## src/rtl/pssff_pkg.sv

```systemverilog
// Types and constants of the per-sender stale frame filter.
`timescale 1ns / 1ps

package pssff_pkg;

    localparam int KEY_LEN_W = 4;
    localparam int CNT_W     = 32;

    typedef enum logic [1:0] {
        OP_RECEIVE = 2'd0,
        OP_REMOVE  = 2'd1,
        OP_QUERY   = 2'd2
    } t_op;

    typedef enum logic [1:0] {
        PUB_ACCEPTED     = 2'd0,
        PUB_BACKPRESSURE = 2'd1,
        PUB_FAILED       = 2'd2
    } t_pub;

    typedef enum logic [3:0] {
        ST_ACCEPTED     = 4'd0,
        ST_BAD_SENDER   = 4'd1,
        ST_MALFORMED    = 4'd2,
        ST_STALE        = 4'd3,
        ST_BACKPRESSURE = 4'd4,
        ST_FAILED       = 4'd5,
        ST_REMOVED      = 4'd6,
        ST_NOT_FOUND    = 4'd7,
        ST_FOUND        = 4'd8
    } t_status;

    typedef struct packed {
        logic [1:0]           op;
        logic [63:0]          sender_key;
        logic [KEY_LEN_W-1:0] key_length;
        logic                 decode_ok;
        logic [7:0]           decode_error_code;
        logic [31:0]          frame_sequence;
        logic [31:0]          frame_time_us;
        logic                 needs_convert;
        logic                 convert_ok;
        logic [1:0]           publish_outcome;
    } t_req;

    typedef struct packed {
        logic [CNT_W-1:0] accepted;
        logic [CNT_W-1:0] dropped;
        logic [CNT_W-1:0] rejected;
        logic [CNT_W-1:0] failed;
        logic             seq_valid;
        logic [31:0]      last_seq;
        logic [31:0]      last_time;
    } t_stats;

    typedef struct packed {
        t_status    status;
        logic [7:0] decode_error_out;
        t_stats     stats;
    } t_rsp;

endpackage

```

## src/rtl/pssff_match.sv

```systemverilog
// Parallel key match and lowest-free-slot search over the sender table.
`timescale 1ns / 1ps

module pssff_match
    import pssff_pkg::*;
#(
    parameter int SLOTS     = 8,
    parameter int KEY_BYTES = 8,
    localparam int SW = (SLOTS > 1) ? $clog2(SLOTS) : 1,
    localparam int KW = 8 * KEY_BYTES
) (
    input  logic [SLOTS-1:0]     i_used,
    input  logic [KW-1:0]        i_keys [SLOTS],
    input  logic [KEY_LEN_W-1:0] i_lens [SLOTS],
    input  logic [KW-1:0]        i_key,
    input  logic [KEY_LEN_W-1:0] i_len,
    output logic                 o_hit,
    output logic [SW-1:0]        o_hit_idx,
    output logic                 o_free,
    output logic [SW-1:0]        o_free_idx
);

    // Descending scan so the lowest index wins.
    always_comb begin
        o_hit      = 1'b0;
        o_hit_idx  = '0;
        o_free     = 1'b0;
        o_free_idx = '0;
        for (int i = SLOTS - 1; i >= 0; i--) begin
            if (i_used[i] && i_lens[i] == i_len && i_keys[i] == i_key) begin
                o_hit     = 1'b1;
                o_hit_idx = SW'(i);
            end
            if (!i_used[i]) begin
                o_free     = 1'b1;
                o_free_idx = SW'(i);
            end
        end
    end

endmodule

```

## config.mk

```make
export PLATFORM = sky130hd
export DESIGN_NAME = pssff_match
export DESIGN_NICKNAME = d
export VERILOG_FILES = /design/src/rtl/pssff_pkg.sv /design/src/rtl/pssff_match.sv
export SDC_FILE = /design/constraint.sdc
export NUM_CORES = 1
export LEC_CHECK = 0
export BUFFER_PORTS_ARGS = -buffer_cell sky130_fd_sc_hd__buf_2
export CAP_MARGIN = 20
export CELL_PAD_IN_SITES_DETAIL_PLACEMENT = 1
export CELL_PAD_IN_SITES_GLOBAL_PLACEMENT = 2
export CORE_AREA = 5 5 243 245
export DETAILED_ROUTE_END_ITERATION = 16
export DIE_AREA = 0 0 248 250
export PLACE_DENSITY_LB_ADDON = 0.1
export SLEW_MARGIN = 20
export SYNTH_ARGS = -nofsm -noshare
export SYNTH_HDL_FRONTEND = slang
export SYNTH_SLANG_ARGS = --single-unit
```

## constraint.sdc

```tcl
create_clock -name vclk -period 2.9
set_input_delay 0.29 -clock vclk [all_inputs]
set_output_delay 0.29 -clock vclk [all_outputs]
set_load 0.01 [all_outputs]
```

==> results.tsv, run 1 <==
metric	value	unit
status	finished with violations	
failing checks	negative setup slack	
post-route insts no fill	2483	
LEAKAGE	0.00632	uW
RSZ-0062 raised after global routing	true	
crit path time final	2.95	ns
core footprint	0.0569	mm^2
CP max FO	3	
DR pass1 iterations	5	
All-Layer GR Usage	25.1	%
max incr delay on CP	0.39	ns
crit path DAT	2.66	ns
Finish-stage setup viols	3	
nets	2324	
1st-iter DRT viols	497	
Required @ worst endpoint	2.61	ns
Final Power	2150	uW
Syn Std Cell Area	0.00667	mm^2
Final GP Congestion	0.864	
Die Ht	250	um
antenna violations before repair	34	
FF/Latch Area	0	um^2
Placed Area	0.0125	mm^2
Max Clk Rate	0.339	GHz
Overflow after GRT	0	
drt wl/cell	33.2	um
Synth Instances	923	
vias in the first global route	11972	
largest net degree at the start of global routing	10	
drt total wl	82400	um
Seq cells	0	
Syn Area/Cell	7.23	um^2
Worst-Margin Slew	0.491	ns
crit start category	input pin	
Worst setup EP type	primary output	
Design Area, Final	0.0134	mm^2
Crit Path Category	in -> out	
fillers	6994	
row cnt	88	
initial core utilization	11.7	%
Hold Path Class	in -> out	
# port buffers	628	
Area growth, synth to finish	101	%
vias per inst	4.20	
hold_ws	0.931	ns
crit share post-route	102	%
clkbuf count	0	
first-pass GRT wire length	105000	um
Critical-path top delay cell	nor4_4	
syn nets	1543	
Antenna Nets Post-Route	0	
vias	10436	
layout cells sized above 1	55.9	%
Synthesis Warnings	0	
I/O pins	628	
Hold Violations, Final	0	
Max Cap Violations	0	
die width	248	um
commonest non-fill, non-tap cell in the layout	buf_2	
Post-Place Cells	2461	
Max VDD drop	0.0643	mV
post-route setup slack	-0.0463	ns
Cell variety after synth	46	
post-synthesis sequential area ratio	0	%
DRC viols	0	
CP cell instances	buf_8, buf_8, xor2_1, nor4_1, nand4_1, nor4_4, buf_4, nand4_1, nor4_4, buf_4, nor2_4, a21oi_4, buf_6	
commonest non-fill, non-tap cells in the layout	buf_2 (573), xor2_1 (268), buf_4 (198)	
die area	0.0620	mm^2
post-DP HPWL	75300	um
PD cells	160	mW/mm^2
footprint of the multi-input gates	0.00663	mm^2
Slew HR	67.0	%
Max Slew Vio Count	0	
==> synth_stat cells, types with 3 or more instances <==
master / number / area [um^2]
a21oi_1: 4 / 20.0
nor2b_1: 7 / 43.8
or4_1: 4 / 30.0
inv_1: 46 / 173
nand4_1: 58 / 363
nor4_1: 86 / 538
nand2_1: 14 / 52.6
a2111oi_0: 5 / 43.8
a222oi_1: 5 / 50.1
nor2_1: 8 / 30.0
buf_2: 10 / 50.1
a22oi_1: 5 / 37.5
nor3_1: 12 / 60.1
a2bb2oi_1: 3 / 26.3
clkbuf_1: 57 / 214
inv_2: 28 / 105
a221oi_1: 16 / 140
o211ai_1: 4 / 30.0
o2bb2ai_1: 17 / 149
nand2b_1: 35 / 219
o2111ai_1: 11 / 96.3
o21ai_0: 3 / 15.0
nand3_1: 5 / 25.0
a22o_1: 10 / 87.6
and4_1: 3 / 26.3
o22ai_1: 34 / 213
o221ai_1: 5 / 43.8
xor2_1: 270 / 2360
xnor2_1: 141 / 1230
==> critical path, delay by kind of cell <==
family	cells	cell delay, ns
compound gates	1	0.21
xor+xnor	1	0.14
buf+inv	5	0.72
simple gates	6	1.29
==> layer usage <==
layer / wire length [um] / vias to the layer above / GRT usage, %
li1: - / 4842 / -
met1: 34200 / 5065 / 30.5
met2: 41600 / 412 / 45.4
met3: 4220 / 95 / 4.49
met4: 2340 / 22 / 6.21
met5: 127 / - / 0
==> final cells by class <==
type | count | share of cell area (%)
inverter | 74 | 2.26
timing repair buffer | 847 | 40.9
antenna | 16 | 0.298
multi-input combinational | 781 | 49.4
tap | 765 | 7.13
==> power breakdown <==
group | internal [uW] | switching [uW]
registers | 0 | 0
clock network | 0.000741 | 0
logic | 1010 | 1140
==> metrics by stage <==
step           setup TNS (ns)  utilization, %  setup WS (ns)
3_3_place_gp            -2.46            21.9         -0.701
6_report              -0.0961            23.6        -0.0463
5_1_grt                -0.418            23.6         -0.153
2_1_floorplan               0               -          0.367
3_5_place_dp            -2.55            21.9         -0.761
4_1_cts               -0.0816            23.3        -0.0408
==> repair_timing <==
action                                  CTS  global route
gates resized for setup                 192            18
hold buffers                              0             0
pin swaps                                67            18
endpoints found under the hold margin     0             0
endpoints found under the setup margin    4             4
setup buffers                            14             4
==> final timing paths <==
kind	startpoint	to	cells after the start	slack (ns)
setup / recovery	i_key[40]	o_hit_idx[1]	13	-0.05
hold / removal	i_used[1]	o_free_idx[0]	3	0.93
==> cell families after synthesis <==
| kind of cell | share of synthesized area [%] |
|---|---|
| xor+xnor | 54.4 |
| simple gates | 22.1 |
| buf+inv | 8.29 |
| compound gates | 15.2 |
Note: power is estimated with default switching activity, not from simulation.
==> run 2, diff against run 1 <==
--- a/config.mk
+++ b/config.mk
@@ -13,6 +13,7 @@
 export DETAILED_ROUTE_END_ITERATION = 16
 export DIE_AREA = 0 0 248 250
 export PLACE_DENSITY_LB_ADDON = 0.1
+export RECOVER_POWER = 25
 export SLEW_MARGIN = 20
 export SYNTH_ARGS = -nofsm -noshare
 export SYNTH_HDL_FRONTEND = slang
==> run 2 against run 1 <==
Compared with the run above: the flow still finishes with violations (negative setup slack); critical path depth unchanged; routed wire length about the same; via count up 0.25%; sequential cell count unchanged; maximum frequency unchanged; hold slack better by 0.0025 ns; worst setup slack unchanged; first-iteration DRC count up 0.40%; final area about the same; largest cell class unchanged; highest routed layer unchanged.
==> results.tsv, run 2 (synthesized netlist as in run 1, its figures left out) <==
metric	value	unit	change
status	finished with violations		
failing checks	negative setup slack		
Required @ worst endpoint	2.61	ns	about the same
Max Slew Vio Count	0		unchanged
first-pass GRT wire length	105000	um	unchanged
Worst setup EP type	primary output		
Placed Area	0.0125	mm^2	unchanged
crit start category	input pin		
Finish-stage setup viols	3		unchanged
RSZ-0062 raised after global routing	true		
drt wl/cell	33.2	um	about the same
All-Layer GR Usage	25.1	%	unchanged
Worst-Margin Slew	0.491	ns	unchanged
CP top delay family	simple AND/OR/NAND/NOR gates		
Crit Path Category	in -> out		
clkbuf count	0		unchanged
antenna violations before repair	34		unchanged
Max Cap Violations	0		unchanged
commonest non-fill, non-tap cells in the layout	buf_2 (572), xor2_1 (268), buf_4 (198)		
vias	10462		+0.25%
Antenna Nets Post-Route	0		unchanged
CP max FO	3		unchanged
Slew HR	67.0	%	unchanged
CP cell instances	buf_8, buf_8, xor2_1, nor4_1, nand4_1, nor4_4, buf_4, nand4_1, nor4_4, buf_4, nor2_4, a21oi_4, buf_6		
die width	248	um	unchanged
# port buffers	628		unchanged
Seq cells	0		unchanged
hold_ws	0.933	ns	+0.00249 ns
Hold Path Class	in -> out		
DR pass1 iterations	5		unchanged
Critical-path top delay cell	nor4_4		
initial core utilization	11.7	%	unchanged
die area	0.0620	mm^2	unchanged
cts hold-fix bufs	0		unchanged
Top Layer Used	met5		
Core Util, Final	23.6	%	about the same
DRC viols	0		unchanged
Die Ht	250	um	unchanged
Max VDD drop	0.0643	mV	about the same
vias per inst	4.21		+0.25%
I/O pins	628		unchanged
FF/Latch Area	0	um^2	unchanged
routed wl met3	4180	um	-1.1%
Area growth, synth to finish	101	%	about the same
post-route setup slack	-0.0463	ns	unchanged
Final GP Congestion	0.864		unchanged
vias in the first global route	11972		unchanged
crit share post-route	102	%	unchanged
Overflow after GRT	0		unchanged
Post-Place Cells	2461		unchanged
1st-iter DRT viols	499		+0.40%
largest net degree at the start of global routing	10		unchanged
core footprint	0.0569	mm^2	unchanged
nets	2324		unchanged
drt total wl	82400	um	about the same
layout cells sized above 1	55.9	%	-0.059 points
WL met2	41600	um	about the same
fillers	6995		+0.014%
Metal-1 WL	34200	um	+0.25%
crit path time final	2.95	ns	unchanged
Design Area, Final	0.0134	mm^2	about the same
PD cells	160	mW/mm^2	about the same
post-DP HPWL	75300	um	unchanged
row cnt	88		unchanged
LEAKAGE	0.00631	uW	about the same
commonest non-fill, non-tap cell in the layout	buf_2		
CP Buf/Inv Count	5		unchanged
post-route insts no fill	2483		unchanged
crit path DAT	2.66	ns	about the same
Hold Violations, Final	0		unchanged
max incr delay on CP	0.39	ns	about the same
Max Clk Rate	0.339	GHz	unchanged
-- run 2: cell types whose count changed in the layout (fill, tap and decap cells not counted) --
cell / change
buf_2: -1
clkbuf_1: +1
-- run 2: timing repair --
| item | in CTS | in global routing |
|---|---|---|
| setup endpoints to repair | 4 | 4 |
| pin swaps | 67 | 18 |
| cloned | 0 | 0 |
| gates resized for setup | 192 | 18 |
| setup buffers | 14 | 4 |
-- run 2: final timing paths --
| check | slack [ns] | cells past startpoint | start | to |
|---|---|---|---|---|
| setup / recovery | -0.05 | 13 | i_key[40] | o_hit_idx[1] |
| hold / removal | 0.93 | 3 | i_used[1] | o_free_idx[0] |
-- run 2: cell type report --
type	count	area (um^2)	area share [%]
Inverter	74	304	2.26
Tap cell	765	957	7.13
Multi-Input combinational cell	781	6630	49.4
Antenna cell	16	40.0	0.298
Timing Repair Buffer	847	5500	40.9
-- run 2: metal layers --
layer	vias up	global-route usage (%)
li1	4845	-
met1	5080	30.5
met2	422	45.4
met3	93	4.49
met4	22	6.21
met5	-	0
-- run 2: per-stage QoR --
stage | worst slack [ns] | setup TNS (ns) | total power (uW)
global placement | -0.701 | -2.46 | 2030
finish | -0.0463 | -0.0918 | 2150
global route | -0.153 | -0.418 | 2280
floorplan | 0.367 | 0 | 761
detailed placement | -0.761 | -2.55 | 2040
CTS | -0.0408 | -0.0816 | 2160
-- run 2: where the power goes --
group          switching (uW)  internal [uW]  total, uW
clock                       0       0.000741   0.000741
combinational            1140           1010       2150
sequential                  0              0          0
total                    1140           1010       2150
